<file path="config.mk">
export PLATFORM = sky130hd
export DESIGN_NAME = midpoint_circle_point_generator
export DESIGN_NICKNAME = d
export VERILOG_FILES = /design/src/rtl/mcpg_pkg.sv /design/src/rtl/mcpg_front.sv /design/src/rtl/mcpg_queue.sv /design/src/rtl/mcpg_back.sv /design/src/rtl/midpoint_circle_point_generator.sv
export SDC_FILE = /design/constraint.sdc
export NUM_CORES = 1
export LEC_CHECK = 0
export ABC_AREA = 1
export BUFFER_PORTS_ARGS = -buffer_cell sky130_fd_sc_hd__buf_2
export CORE_MARGIN = 5
export CORE_UTILIZATION = 58
export CTS_CLUSTER_DIAMETER = 30
export DETAILED_ROUTE_END_ITERATION = 6
export PLACE_DENSITY = 0.76
export REMOVE_ABC_BUFFERS = 1
export SLEW_MARGIN = 25
export SYNTH_ARGS = -nofsm -noshare
export SYNTH_HDL_FRONTEND = slang
export SYNTH_HIERARCHICAL = 1
export SYNTH_SLANG_ARGS = --single-unit
</file>
<file path="constraint.sdc">
create_clock -name clk -period 8.75 [get_ports clk]
set_input_delay 0.875 -clock clk [delete_from_list [all_inputs] [get_ports clk]]
set_output_delay 0.875 -clock clk [all_outputs]
set_load 0.05 [all_outputs]
</file>
<file path="src/rtl/mcpg_pkg.sv">
// ----------------------------------------------------------------------------
// mcpg_pkg
// Shared widths, request codes and the job word passed from the walk front
// end to the point emitter.
// ----------------------------------------------------------------------------
package mcpg_pkg;

  localparam int COORD_BITS = 12;
  localparam int OFS_BITS   = COORD_BITS + 1;
  localparam int DEC_BITS   = COORD_BITS + 4;
  localparam int PT_BITS    = COORD_BITS + 2;
  localparam int SUM_BITS   = DEC_BITS + 1;
  localparam int BRUSH_BITS = 8;

  localparam int QDEPTH     = 4;
  localparam int QPTR_BITS  = $clog2(QDEPTH);
  localparam int QCNT_BITS  = $clog2(QDEPTH + 1);

  localparam int PTS_PER_STEP = 8;
  localparam int IDX_BITS     = $clog2(PTS_PER_STEP);

  localparam logic REQ_START = 1'b0;
  localparam logic REQ_STEP  = 1'b1;

  typedef struct packed {
    logic                         done;
    logic [COORD_BITS-1:0]        cx;
    logic [COORD_BITS-1:0]        cy;
    logic signed [OFS_BITS-1:0]   x;
    logic signed [OFS_BITS-1:0]   y;
    logic [BRUSH_BITS-1:0]        brush;
  } job_t;

endpackage

</file>
<file path="src/rtl/mcpg_front.sv">
// ----------------------------------------------------------------------------
// mcpg_front
// Takes start and step words, holds the circle walk state and turns each
// step into a job word for the emitter.
// ----------------------------------------------------------------------------
module mcpg_front
  import mcpg_pkg::*;
(
  input  logic                   clk,
  input  logic                   rst,
  input  logic                   accept,
  input  logic                   req_type,
  input  logic [COORD_BITS-1:0]  ctr_x,
  input  logic [COORD_BITS-1:0]  ctr_y,
  input  logic [COORD_BITS-1:0]  radius,
  input  logic [BRUSH_BITS-1:0]  thickness,
  output logic                   job_push,
  output job_t                   job
);

  logic signed [OFS_BITS-1:0] offset_x, offset_y;
  logic signed [DEC_BITS-1:0] decision;
  logic [COORD_BITS-1:0]      center_col, center_row;
  logic [BRUSH_BITS-1:0]      brush;

  logic signed [OFS_BITS-1:0] offset_x_next, offset_y_next;
  logic signed [DEC_BITS-1:0] decision_next;
  logic signed [DEC_BITS-1:0] xe, ye;
  logic signed [SUM_BITS-1:0] dsum;
  logic                       finished;
  logic [BRUSH_BITS-1:0]      brush_calc;

  assign finished = offset_y < offset_x;
  assign xe   = DEC_BITS'(offset_x);
  assign ye   = DEC_BITS'(offset_y);
  assign dsum = SUM_BITS'(decision) + SUM_BITS'(offset_y);

  always_comb begin
    if (decision < 0 && dsum <= 0) begin
      offset_x_next = offset_x + OFS_BITS'(1);
      offset_y_next = offset_y;
      decision_next = decision + (xe <<< 1) + DEC_BITS'(3);
    end else if (decision > 0 && dsum > 0) begin
      offset_x_next = offset_x;
      offset_y_next = offset_y - OFS_BITS'(1);
      decision_next = decision - (ye <<< 1) + DEC_BITS'(1);
    end else begin
      offset_x_next = offset_x + OFS_BITS'(1);
      offset_y_next = offset_y - OFS_BITS'(1);
      decision_next = decision + ((xe - ye) <<< 1) + DEC_BITS'(4);
    end
  end

  always_comb begin
    if (!thickness[0]) begin
      brush_calc = thickness >> 1;
    end else if (thickness == BRUSH_BITS'(1)) begin
      brush_calc = '0;
    end else begin
      brush_calc = (thickness >> 1) + BRUSH_BITS'(1);
    end
  end

  assign job_push   = accept && (req_type == REQ_STEP);
  assign job.done   = finished;
  assign job.cx     = center_col;
  assign job.cy     = center_row;
  assign job.x      = offset_x;
  assign job.y      = offset_y;
  assign job.brush  = brush;

  always_ff @(posedge clk) begin
    if (rst) begin
      offset_x   <= '0;
      offset_y   <= '0;
      decision   <= '0;
      center_col <= '0;
      center_row <= '0;
      brush      <= '0;
    end else if (accept) begin
      if (req_type == REQ_START) begin
        center_col <= ctr_x;
        center_row <= ctr_y;
        offset_x   <= '0;
        offset_y   <= OFS_BITS'(radius);
        decision   <= DEC_BITS'(1) - {{(DEC_BITS-COORD_BITS-1){1'b0}}, radius, 1'b0};
        brush      <= brush_calc;
      end else if (!finished) begin
        offset_x <= offset_x_next;
        offset_y <= offset_y_next;
        decision <= decision_next;
      end
    end
  end

endmodule

</file>
<file path="src/rtl/mcpg_queue.sv">
// ----------------------------------------------------------------------------
// mcpg_queue
// Short job queue between the walk front end and the point emitter.
// ----------------------------------------------------------------------------
module mcpg_queue
  import mcpg_pkg::*;
(
  input  logic  clk,
  input  logic  rst,
  input  logic  wr,
  input  job_t  wr_job,
  input  logic  rd,
  output job_t  rd_job,
  output logic  q_full,
  output logic  q_empty
);

  job_t                 slots [QDEPTH];
  logic [QPTR_BITS-1:0] wptr, rptr;
  logic [QCNT_BITS-1:0] count;

  assign q_full  = count == QCNT_BITS'(QDEPTH);
  assign q_empty = count == '0;
  assign rd_job  = slots[rptr];

  always_ff @(posedge clk) begin
    if (wr) begin
      slots[wptr] <= wr_job;
    end
  end

  always_ff @(posedge clk) begin
    if (rst) begin
      wptr  <= '0;
      rptr  <= '0;
      count <= '0;
    end else begin
      if (wr) begin
        wptr <= wptr + QPTR_BITS'(1);
      end
      if (rd) begin
        rptr <= rptr + QPTR_BITS'(1);
      end
      case ({wr, rd})
        2'b10:   count <= count + QCNT_BITS'(1);
        2'b01:   count <= count - QCNT_BITS'(1);
        default: count <= count;
      endcase
    end
  end

endmodule

</file>
<file path="src/rtl/mcpg_back.sv">
// ----------------------------------------------------------------------------
// mcpg_back
// Point emitter: walks the eight octant points of the head job, or gives one
// done word, into the output register.
// ----------------------------------------------------------------------------
module mcpg_back
  import mcpg_pkg::*;
(
  input  logic                      clk,
  input  logic                      rst,
  input  logic                      q_empty,
  input  job_t                      head,
  output logic                      q_rd,
  input  logic                      pop,
  output logic                      empty,
  output logic signed [PT_BITS-1:0] point_x,
  output logic signed [PT_BITS-1:0] point_y,
  output logic [BRUSH_BITS-1:0]     brush_radius,
  output logic                      point_valid,
  output logic                      done_res,
  output logic                      last
);

  logic                      out_valid;
  logic [IDX_BITS-1:0]       idx;
  logic                      load;
  logic                      idx_last;
  logic signed [PT_BITS-1:0] ca, cb, oa, ob, px, py;

  assign empty    = !out_valid;
  assign load     = !q_empty && (!out_valid || pop);
  assign idx_last = idx == IDX_BITS'(PTS_PER_STEP - 1);
  assign q_rd     = load && (head.done || idx_last);

  // idx[2] swaps x/y offsets, idx[1] negates column offset, idx[0] row offset
  always_comb begin
    ca = PT_BITS'({1'b0, head.cx});
    cb = PT_BITS'({1'b0, head.cy});
    oa = idx[2] ? PT_BITS'(head.y) : PT_BITS'(head.x);
    ob = idx[2] ? PT_BITS'(head.x) : PT_BITS'(head.y);
    px = idx[1] ? ca - oa : ca + oa;
    py = idx[0] ? cb - ob : cb + ob;
  end

  always_ff @(posedge clk) begin
    if (rst) begin
      out_valid <= 1'b0;
      idx       <= '0;
    end else begin
      if (load) begin
        out_valid <= 1'b1;
        idx       <= q_rd ? '0 : idx + IDX_BITS'(1);
      end else if (pop) begin
        out_valid <= 1'b0;
      end
    end
  end

  always_ff @(posedge clk) begin
    if (load) begin
      if (head.done) begin
        point_x      <= '0;
        point_y      <= '0;
        brush_radius <= '0;
        point_valid  <= 1'b0;
        done_res     <= 1'b1;
        last         <= 1'b1;
      end else begin
        point_x      <= px;
        point_y      <= py;
        brush_radius <= head.brush;
        point_valid  <= 1'b1;
        done_res     <= 1'b0;
        last         <= idx_last;
      end
    end
  end

endmodule

</file>
<file path="src/rtl/midpoint_circle_point_generator.sv">
// ----------------------------------------------------------------------------
// midpoint_circle_point_generator
// Midpoint circle walk: start words load geometry, step words give eight
// symmetric brush centers or one done word.
// ----------------------------------------------------------------------------
//   channel   handshake        fields
//   request   push / full      req_type ctr_x ctr_y radius thickness
//   result    pop / empty      point_x point_y brush_radius point_valid
//                              done_res last
//
// A step word gives eight results, one per point, or one done word once the
// circle is done; start words give no result. The emitter's output register
// gives one point per cycle while results are popped; a 4-deep job queue lets
// requests keep flowing while results stall. Reset clears walk state to zero.
// ----------------------------------------------------------------------------
module midpoint_circle_point_generator
  import mcpg_pkg::*;
(
  input  logic                      clk,
  input  logic                      rst,
  input  logic                      push,
  output logic                      full,
  input  logic                      req_type,
  input  logic [COORD_BITS-1:0]     ctr_x,
  input  logic [COORD_BITS-1:0]     ctr_y,
  input  logic [COORD_BITS-1:0]     radius,
  input  logic [BRUSH_BITS-1:0]     thickness,
  input  logic                      pop,
  output logic                      empty,
  output logic signed [PT_BITS-1:0] point_x,
  output logic signed [PT_BITS-1:0] point_y,
  output logic [BRUSH_BITS-1:0]     brush_radius,
  output logic                      point_valid,
  output logic                      done_res,
  output logic                      last
);

  logic accept;
  logic job_push;
  job_t job_in, job_head;
  logic q_rd, q_full, q_empty;

  assign full   = q_full;
  assign accept = push && !q_full;

  mcpg_front u_front (
    .clk       (clk),
    .rst       (rst),
    .accept    (accept),
    .req_type  (req_type),
    .ctr_x     (ctr_x),
    .ctr_y     (ctr_y),
    .radius    (radius),
    .thickness (thickness),
    .job_push  (job_push),
    .job       (job_in)
  );

  mcpg_queue u_queue (
    .clk     (clk),
    .rst     (rst),
    .wr      (job_push),
    .wr_job  (job_in),
    .rd      (q_rd),
    .rd_job  (job_head),
    .q_full  (q_full),
    .q_empty (q_empty)
  );

  mcpg_back u_back (
    .clk          (clk),
    .rst          (rst),
    .q_empty      (q_empty),
    .head         (job_head),
    .q_rd         (q_rd),
    .pop          (pop),
    .empty        (empty),
    .point_x      (point_x),
    .point_y      (point_y),
    .brush_radius (brush_radius),
    .point_valid  (point_valid),
    .done_res     (done_res),
    .last         (last)
  );

`ifndef ASSERT_OFF
  a_rd_nonempty: assert property (@(posedge clk) disable iff (rst)
    q_rd |-> !q_empty)
    else $error("job queue read while empty");

  a_done_word: assert property (@(posedge clk) disable iff (rst)
    (!empty && !point_valid) |-> (done_res && last))
    else $error("done word without done/last marks");

  a_reset_empty: assert property (@(posedge clk)
    rst |=> (empty && !full))
    else $error("result or full flag set after reset");

  a_start_no_job: assert property (@(posedge clk) disable iff (rst)
    (accept && req_type == REQ_START) |-> !job_push)
    else $error("start word queued a job");
`endif

endmodule
</file>
==> out/qor.yml <==
run_status:
  status: "complete, no violations"
layout:
  post_route_cells_drive_above_1_share_pct: 12.2
  nets: 2695
  syn2layout_area_growth_pct: 15.5
  fillCellCount: 2720
  fin_util_pct: 67.9
  antenna_cells: 0
  final_cell_area_sq_um: 24200
yosys:
  ys_types: 57
  synth_edf_count: 275
  async_flop_share_pct: 0
  synthesis.area_sq_um: 21000
  synth_seq_cells: 362
  ys_seq_area_share_pct: 47.7
  syn_area_per_cell_sq_um: 8.81
  synth_ff_type: "edfxtp_1"
  yosysWarnings: 6
  synthCells: 2380
sta:
  min_period_ns: 4.52
  finalSetupTns_ns: 0
  worst_pin_slew_ns: 1.06
  rsz0062_at_grt: "false"
  max_freq_mhz: 221
  setup_violations: 0
  drv_slew: 0
  fin_crit_sh_pct: 51.6
  relSlewSlack_pct: 29.0
  hold_viol: 0
  skew_ns: 0.0269
global_route:
  globalRouteMet3Util_pct: 4.66
  grt_use_met2_pct: 47.4
  busiest_layer: "met2"
  grt_max_degree: 119
  met1_usage_pct: 34.5
  gr-total-overflow: 0
  grt_use_total_pct: 27.8
  grt_pass1_vias: 17200
  grt_pass1_wl_mm: 90.5
  antenna_found_initial: 0
cts:
  holdBufCountCts: 0
  clk_pin_slew_ns: 0.04
  root_buffer: "clkbuf_16"
  cts_resized: 0
  post_cts_buffers: 0
  cts-buffers-inserted: 76
  cts.sinks: 362
  h-tree-depth: 3
  clk_latency_ns: 0.58
  cts_tree: "yes"
  clockBufferDepth: 3
placed_design:
  place_congestion: 1.06
  dpl.hpwl_mm: 38.7
  placed_area_sq_um: 21700
  io_buffers: 89
worst_setup_path:
  cp_num_buf_inv: 4
  crit_path_end_kind: "flop"
  crit_path_start_kind: "flop"
  critical_path_class: "reg -> reg"
  cp_common_cell: "o21ai_0"
  critPathArrivalTime_ns: 4.82
  path_max_fanout: 41
  crit_path_max_incr_delay_ns: 0.50
  worstPathRequired_ns: 9.06
  cp_top_family: "buffers and inverters"
  cp_cell_sequence: "buf_4 -> inv_2 -> buf_4 -> o21ai_0 -> o22ai_1 -> nand2_2 -> nand2_2 -> inv_1 -> ha_1 -> nand3_1 -> nor2_1 -> nor2_1 -> xor2_1 -> ha_1 -> a21oi_1 -> o21ai_0 -> nand2_1 -> nand4_1 -> nand3_1 -> nand2_1 -> o21ai_0 -> a21oi_1"
  cp_slowest_cell: "buf_4"
power:
  power_switching_uw: 4630
  p_comb_share_pct: 49.8
  power.density_nw_per_um2: 428
  p_sw_share_pct: 44.6
  vdd_drop_max_v: 0.000346
  p_seq_share_pct: 23.6
  p_leak_uw: 0.0105
  p_int_uw: 5740
  power_uw: 10400
  pwr-share-clk_pct: 26.6
worst_hold_path:
  worstHoldPathType: "reg -> reg"
drt:
  dr.pass1.iters: 5
  drc_errors: 0
  drt-total-wl_mm: 57.0
  antenna_left: 0
  via_per_inst: 5.83
  drt_iter0_markers: 1404
  vias: 17600
  wl_per_cell_um: 18.9
floorplanning:
  floorplan.initialDensity_pct: 58.8
  die_x_um: 200
  io_pins: 90
  row_count: 69
  die-area_sq_um: 40000
  chipHeight_um: 200
  core_sq_um: 35700
run:
  maxCapViolCount: 0
## path summary, 6_finish.rpt
kind	from	end	slack (ns)	cells after the start
worst min register to register	u_queue/rptr[1]	flop	0.43	1
worst max-delay path	flop	u_back/point_y[11]	4.23	22
worst min-delay path	u_queue/rptr[1]	flop	0.43	1
worst max register to register	flop	u_back/point_y[11]	4.23	22
## flip-flops by register name (all words and copies together) (netlist names), 2 cells and up, named ones only
signal and flops:
u_front/brush 8, u_queue/wptr 2, u_front/center_col 12, u_back/brush_radius 8, u_queue/rptr 2, u_queue/slots 236, u_back/point_x 14, u_front/offset_y 13
u_front/center_row 12, u_front/decision 16, u_front/offset_x 13, u_back/idx 3, u_back/point_y 14, u_queue/count 3
## cells in the final DEF (no fill, tap or decap), drive strengths merged, types with 4 or more instances in the layout
master    Yosys  final
nand3b        7      7
clkinv        1     25
nor3         26     26
nor2        272    272
o21ai       240    240
o21bai        5      5
nand2       469    469
buf          40    108
o21a          8      8
ha          149    149
a211oi        5      5
xor2         52     52
edfxtp      275    275
a21o          7      7
inv         237    247
dfxtp        87     87
clkbuf       37     95
o22ai        59     59
nand4        25     25
nand3       138    138
bufinv        0      4
a31oi         9      9
a21oi       159    159
xnor2        26     26
clkinvlp      0      8
fa            8      8
or2          13     13
nor4          7      7
## power by group through the flow
stage                     registers [uW]  logic (uW)  clock network, uW
after floorplan                     2780        3450                  0
after global placement              2460        5000                  0
after detailed placement            2470        5080                  0
after CTS                           2440        5130               2790
after global routing                2470        5770               2880
final                               2450        5170               2760
## final cells by class
| cell class | instances | area (sq um) | share of cell area [%] |
|---|---|---|---|
| clock buffer | 95 | 2090 | 8.62 |
| timing repair buffer | 108 | 588 | 2.43 |
| sequential | 362 | 10000 | 41.3 |
| inverter | 238 | 906 | 3.74 |
| tap | 461 | 577 | 2.38 |
| multi-input combinational | 1703 | 9620 | 39.7 |
| clock inverter | 46 | 429 | 1.77 |
## kinds of logic (layout without fill, tap and decap cells)
| logic type | after synthesis | after routing | share of synthesized area, % |
|---|---|---|---|
| AO/OA/AOI/OAI | 509 | 509 | 13.3 |
| AND/OR/NAND/NOR | 959 | 959 | 19.5 |
| buffers and inverters | 315 | 487 | 6.52 |
| flip-flops | 362 | 362 | 47.7 |
| adder cells (fa/ha/maj) | 157 | 157 | 9.66 |
| XOR/XNOR | 78 | 78 | 3.26 |
## through the flow
step | worst slack, ns | instances | hold slack [ns]
3_5_place_dp | 4.35 | 2872 | 0.425
3_3_place_gp | 4.41 | 2872 | 0.413
4_1_cts | 4.28 | 3013 | 0.433
2_1_floorplan | 3.41 | 2303 | 0.412
6_report | 4.23 | 3013 | 0.435
5_1_grt | 3.79 | 3013 | 0.447
## cell usage after synthesis (all sizes together) (2+ instances only)
library cell  count  area, sq um
a211oi            5         37.5
a21boi            2         15.0
a21o              7         52.6
a21oi           159          800
a31oi             9         56.3
buf              40          315
clkbuf           37          148
dfxtp            87         1740
edfxtp          275         8260
fa                8          160
ha              149         1860
inv             237          900
nand2           469         1840
nand3           138          706
nand3b            7         52.6
nand4            25          156
nor2            272         1050
nor3             26          146
nor4              7         43.8
o2111ai           2         17.5
o211ai            2         15.0
o21a              8         60.1
o21ai           240         1230
o21bai            5         37.5
o22ai            59          369
o31ai             3         22.5
o41ai             3         26.3
or2              13         81.3
xnor2            26          228
xor2             52          455
## routing by layer
layer	vias up	part of all wire, %
met1	8179	40
met4	0	4.7
met3	163	7.5
li1	8450	-
met2	788	48
met5	-	0
Note: power is estimated with default switching activity, not from simulation.
